`config.mk`:
```
export PLATFORM = sky130hd
export DESIGN_NAME = gbn_iou
export DESIGN_NICKNAME = d
export VERILOG_FILES = /design/src/rtl/assert_macros.svh /design/src/rtl/gbn_pkg.sv /design/src/rtl/gbn_iou.sv
export SDC_FILE = /design/constraint.sdc
export NUM_CORES = 2
export LEC_CHECK = 0
export BUFFER_PORTS_ARGS = -buffer_cell sky130_fd_sc_hd__clkbuf_2
export CORE_MARGIN = 2
export CORE_UTILIZATION = 52
export CTS_CLUSTER_SIZE = 24
export DETAILED_ROUTE_END_ITERATION = 10
export GPL_ROUTABILITY_DRIVEN = 0
export PLACE_DENSITY = 0.68
export REMOVE_ABC_BUFFERS = 1
export SLEW_MARGIN = 20
export SYNTH_ARGS = -nofsm -noshare
export SYNTH_HDL_FRONTEND = slang
export SYNTH_SLANG_ARGS = --single-unit
export TNS_END_PERCENT = 20
```
`constraint.sdc`:
```
create_clock -name clk -period 7.7 [get_ports clk]
set_clock_uncertainty 0.2 [all_clocks]
set_input_delay 0.385 -clock clk [delete_from_list [all_inputs] [get_ports clk]]
set_output_delay 0.385 -clock clk [all_outputs]
set_load 0.01 [all_outputs]
```
`src/rtl/assert_macros.svh`:
```
// Assertion macros used by greedy_box_nms.
// Expects clk and rst_n in the including scope.
`ifndef ASSERT_MACROS_SVH
`define ASSERT_MACROS_SVH

// same-cycle implication
`define GBN_ASSERT_IMP(lbl, ante, cons, msg) \
  lbl: assert property (@(posedge clk) disable iff (!rst_n) (ante) |-> (cons)) \
    else $error(msg);

// next-cycle implication
`define GBN_ASSERT_NXT(lbl, ante, cons, msg) \
  lbl: assert property (@(posedge clk) disable iff (!rst_n) (ante) |=> (cons)) \
    else $error(msg);

`endif

```
`src/rtl/gbn_pkg.sv`:
```
// Package for greedy_box_nms: sizes, box type and compare-unit structs.
// No dependencies.
package gbn_pkg;

  localparam int MAX_KEPT = 64;
  localparam int COORD_W  = 16;
  localparam int ID_W     = 12;
  localparam int LIM_W    = 9;
  localparam int CNT_W    = $clog2(MAX_KEPT + 1);
  localparam int IOU_LAT  = 4;
  localparam int STEP_W   = $clog2(MAX_KEPT + IOU_LAT);
  localparam int DIM_W    = COORD_W;
  localparam int AREA_W   = 2 * DIM_W;
  localparam int UNI_W    = AREA_W + 1;
  localparam int LHS_W    = AREA_W + 8;
  localparam int PROD_W   = UNI_W + LIM_W;

  localparam logic [LIM_W-1:0] LIM_RESET = LIM_W'(128);

  typedef struct packed {
    logic signed [COORD_W-1:0] l;
    logic signed [COORD_W-1:0] t;
    logic signed [COORD_W-1:0] r;
    logic signed [COORD_W-1:0] b;
  } box_t;

  typedef struct packed {
    logic vld;
    box_t kept;
  } cmp_req_t;

  typedef struct packed {
    logic vld;
    logic pass;
  } cmp_res_t;

endpackage

```
`src/rtl/gbn_iou.sv`:
```
// Pipelined IoU test: candidate against one kept box per cycle, four stages.
// Depends on gbn_pkg.
module gbn_iou (
  input  logic                       clk,
  input  logic                       rst_n,
  input  gbn_pkg::box_t              cand,
  input  logic [gbn_pkg::LIM_W-1:0]  limit,
  input  gbn_pkg::cmp_req_t          req,
  output gbn_pkg::cmp_res_t          res
);

  logic signed [gbn_pkg::COORD_W-1:0] il, it, ir, ib;
  logic signed [gbn_pkg::COORD_W:0]   dx, dy;
  logic                               empty;

  logic                        vld1_r, empty1_r;
  logic [gbn_pkg::DIM_W-1:0]   iw1_r, ih1_r, cw1_r, ch1_r, kw1_r, kh1_r;
  logic                        vld2_r, empty2_r;
  logic [gbn_pkg::AREA_W-1:0]  inter2_r, aa2_r, ak2_r;
  logic                        vld3_r, empty3_r;
  logic [gbn_pkg::LHS_W-1:0]   lhs3_r;
  logic [gbn_pkg::UNI_W-1:0]   uni3_r;
  logic                        vld4_r, pass4_r;
  logic [gbn_pkg::PROD_W-1:0]  prod;

  always_comb begin
    il = (cand.l > req.kept.l) ? cand.l : req.kept.l;
    it = (cand.t > req.kept.t) ? cand.t : req.kept.t;
    ir = (cand.r < req.kept.r) ? cand.r : req.kept.r;
    ib = (cand.b < req.kept.b) ? cand.b : req.kept.b;
    dx = {ir[gbn_pkg::COORD_W-1], ir} - {il[gbn_pkg::COORD_W-1], il};
    dy = {ib[gbn_pkg::COORD_W-1], ib} - {it[gbn_pkg::COORD_W-1], it};
    empty = dx[gbn_pkg::COORD_W] || (dx == '0) || dy[gbn_pkg::COORD_W] || (dy == '0);
    prod = gbn_pkg::PROD_W'(limit) * gbn_pkg::PROD_W'(uni3_r);
  end

  always_ff @(posedge clk) begin
    if (!rst_n) begin
      vld1_r <= 1'b0;
      vld2_r <= 1'b0;
      vld3_r <= 1'b0;
      vld4_r <= 1'b0;
    end else begin
      vld1_r <= req.vld;
      vld2_r <= vld1_r;
      vld3_r <= vld2_r;
      vld4_r <= vld3_r;
    end
  end

  always_ff @(posedge clk) begin
    empty1_r <= empty;
    iw1_r    <= dx[gbn_pkg::DIM_W-1:0];
    ih1_r    <= dy[gbn_pkg::DIM_W-1:0];
    cw1_r    <= gbn_pkg::DIM_W'(cand.r - cand.l);
    ch1_r    <= gbn_pkg::DIM_W'(cand.b - cand.t);
    kw1_r    <= gbn_pkg::DIM_W'(req.kept.r - req.kept.l);
    kh1_r    <= gbn_pkg::DIM_W'(req.kept.b - req.kept.t);

    empty2_r <= empty1_r;
    inter2_r <= iw1_r * ih1_r;
    aa2_r    <= cw1_r * ch1_r;
    ak2_r    <= kw1_r * kh1_r;

    empty3_r <= empty2_r;
    lhs3_r   <= {inter2_r, 8'd0};
    uni3_r   <= gbn_pkg::UNI_W'({1'b0, aa2_r} + {1'b0, ak2_r} - {1'b0, inter2_r});

    pass4_r  <= empty3_r || (gbn_pkg::PROD_W'(lhs3_r) <= prod);
  end

  assign res.vld  = vld4_r;
  assign res.pass = pass4_r;

endmodule

```
==> results.json <==
{
  "grt_pass1_wl_mm": 211.4,
  "drt_first_pass_iters": 6,
  "post_cts_resized": 0,
  "totalWireLength_mm": 127.9,
  "syn_area_per_cell_um2": 8.859,
  "synth_cells": 5539,
  "startpoint": "uni3_r[14]$_DFF_P_",
  "start_util_pct": 52.50,
  "worstMarginPinSlew_ns": 0.9626,
  "cp-end-kind": "register",
  "synth_flop_cell": "dfxtp_1",
  "grtUsageMet3_pct": 3.852,
  "drc_errors": 0,
  "numPortBuffers": 141,
  "reg2reg_slack_ns": 0.46,
  "cts_buffers": 34,
  "cp.required_ns": 8.00,
  "synth-edff-count": 0,
  "fp.dieH_um": 311.2,
  "yosysUniqueCellTypes": 81,
  "cts.clk_slew.worst_paths_ns": 0.07,
  "cts_htree_levels": 2,
  "grt_max_degree": 34,
  "die_w_um": 311.2,
  "placed_cell_area_um2": 51350,
  "cts_tree": "done",
  "viasPerCell": 5.363,
  "r2r-start": "uni3_r[14]$_DFF_P_",
  "hold_path_class": "primary input to register",
  "fin_crit_sh_pct": 94.08,
  "cts.sinks": 265,
  "cts-root-buf": "clkbuf_16",
  "fp-row-count": 112,
  "synth_compound_area_share_pct": 8.415,
  "maxSlewHeadroom_pct": 35.74,
  "synth_top_family_by_area": "adder cells",
  "cts_buffer_depth": 3,
  "layout_commonest_cell": "inv_1",
  "ioPinCount": 142,
  "min_period_ns": 7.244,
  "multi_input_area_um2": 38770,
  "gr-usage-met1_pct": 37.80,
  "die_area_um2": 96840,
  "timing.rr.end": "pass4_r$_DFF_P_",
  "yosysWarnings": 0,
  "synth_mux_area_share_pct": 1.124,
  "holdPathEnd": "ch1_r[0]$_DFF_P_",
  "fillers": 8483,
  "seqCellArea_um2": 5305,
  "area_growth_pct": 7.369,
  "seq_area_frac_synth_pct": 10.81,
  "worst_hold_startpoint": "cand[0]",
  "grt_pass1_vias": 39240,
  "antenna_found_initial": 2,
  "fin_area_um2": 52690,
  "rsz0062_at_grt": "no",
  "drtAntennaViolNets": 0,
  "ys_async_sr_fraction_pct": 0,
  "grt_use_total_pct": 27.30,
  "maxCapViolations": 0,
  "dp_hpwl_mm": 107.1,
  "grt_use_met2_pct": 44.29,
  "hold_viol": 0,
  "wl_per_cell_um": 18.45,
  "core_area_um2": 93470,
  "slowest_stage": "fa_1",
  "synthSimpleGateAreaFrac_pct": 16.35,
  "path_max_fanout": 9,
  "maxSlewViolCount": 0,
  "routed-via-count": 37170,
  "clkLatencyLatePin_ns": 0.57,
  "layout_common_cells": "inv_1 (1166), fa_1 (838), nand2_1 (718)",
  "status": "completed",
  "cp_data_arrival_time_ns": 7.54,
  "synth_fa_ha_area_share_pct": 49.31,
  "drt_iter0_drc": 2501,
  "hold_path_depth": 4,
  "final_util_pct": 56.37,
  "synth_xor_area_share_pct": 3.820,
  "drive_above_1_share_pct": 5.883,
  "antenna_cells": 0,
  "fin_tns_setup_ns": 0,
  "busiest_layer": "met2",
  "overflow": 0,
  "crit_path_max_incr_delay_ns": 0.56,
  "final-setup-viol-count": 0,
  "fmax_ghz": 0.1380,
  "rr_worst_depth": 29,
  "fin_nets": 7222,
  "critPathKind": "register to register",
  "ys_ff_latch": 265,
  "worstSetupStartpointType": "register",
  "synth_area_um2": 49070
}
## final cells by class
class / instances / share of cell area [%]
multi-input combinational: 3948 / 73.60
sequential: 265 / 10.07
inverter: 1166 / 8.307
tap: 1254 / 2.978
timing repair buffer: 236 / 2.755
clock buffer: 37 / 1.655
clock inverter: 25 / 0.6388
## metal layers
metal,share of wire (%),vias to the layer above
met5,0,-
met2,45,1278
met3,6.6,199
met4,3.5,0
li1,-,17420
met1,44,18280
## metrics by stage
| stage | hold slack, ns | cells | setup WS (ns) |
|---|---|---|---|
| finish | 0.02396 | 6931 | 0.4560 |
| global route | 0.04706 | 6931 | 0.07874 |
| CTS | 0.003239 | 6931 | 0.4898 |
| detailed placement | 0.1172 | 6856 | 0.2432 |
| global placement | 0.1178 | 6856 | 0.3873 |
| floorplan | 0.1096 | 5379 | 1.297 |
## registers in the layout, indices dropped and copies added (netlist names)
name      cells
empty2_r      1
uni3_r       33
ch1_r        16
ih1_r        16
kh1_r        16
iw1_r        16
empty3_r      1
vld1_r        1
inter2_r     32
kw1_r        16
vld4_r        1
aa2_r        32
pass4_r       1
vld2_r        1
cw1_r        16
vld3_r        1
empty1_r      1
ak2_r        32
lhs3_r       32
## Yosys cell counts (10+ instances only)
cell type  count  area, um2
inv_1       1166       4377
fa_1         838      16780
nand2_1      718       2695
ha_1         593       7420
and2_1       485       3034
dfxtp_1      265       5305
a21oi_1      165      825.8
xnor2_1      159       1393
nor2_1       151      566.8
clkbuf_1     144      540.5
o21ai_0       97      485.5
a21o_1        90      675.7
xor2_1        55      481.7
nor2b_1       44      275.3
o21a_1        43      322.8
nand4_1       42      262.8
nand3_1       41      205.2
nor3_1        41      205.2
and3_1        37      231.5
mux2i_1       36      360.4
o21bai_1      28      210.2
nand2b_1      25      156.4
o211ai_1      25      187.7
a221oi_1      20      175.2
mux2_2        17      191.4
a21boi_0      16      120.1
a211oi_1      15      112.6
a31oi_1       13      81.33
nor4_1        11      68.82
buf_1         10      37.54
o2111ai_1     10      87.58
## cell families after synthesis
family / after synthesis
AO/OA/AOI/OAI: 613
AND/OR/NAND/NOR: 1637
XOR/XNOR: 214
flip-flops: 265
adder cells (fa/ha/maj): 1431
buffers and inverters: 1326
multiplexers: 53
## timing repair
item                      in CTS  in global routing
hold buffers                  13                  0
hold endpoints to repair      11                  0
buffers inserted               0                  0
## worst max-delay path, delay by kind of cell (launching register included)
family                     cells  cell delay [ns]
buffers and inverters          3             0.15
xor gates and xnor gates       1             0.20
DFF                            1             0.51
AOI/OAI and AO/OA             11             2.54
adders and majority gates      6             2.73
and+or+nand+nor                8             0.83
## worst max path at each step
stage / end / slack (ns) / cells past startpoint
after floorplan: inter2_r[31]$_DFF_P_ / 1.30 / 23
after global placement: pass4_r$_DFF_P_ / 0.39 / 30
after detailed placement: pass4_r$_DFF_P_ / 0.24 / 30
after CTS: pass4_r$_DFF_P_ / 0.49 / 29
after global routing: pass4_r$_DFF_P_ / 0.08 / 29
final: pass4_r$_DFF_P_ / 0.46 / 29
Power is left out: the tool's default activity adds up to more than one toggle a clock period on the data nets, which glitch-free logic cannot reach.
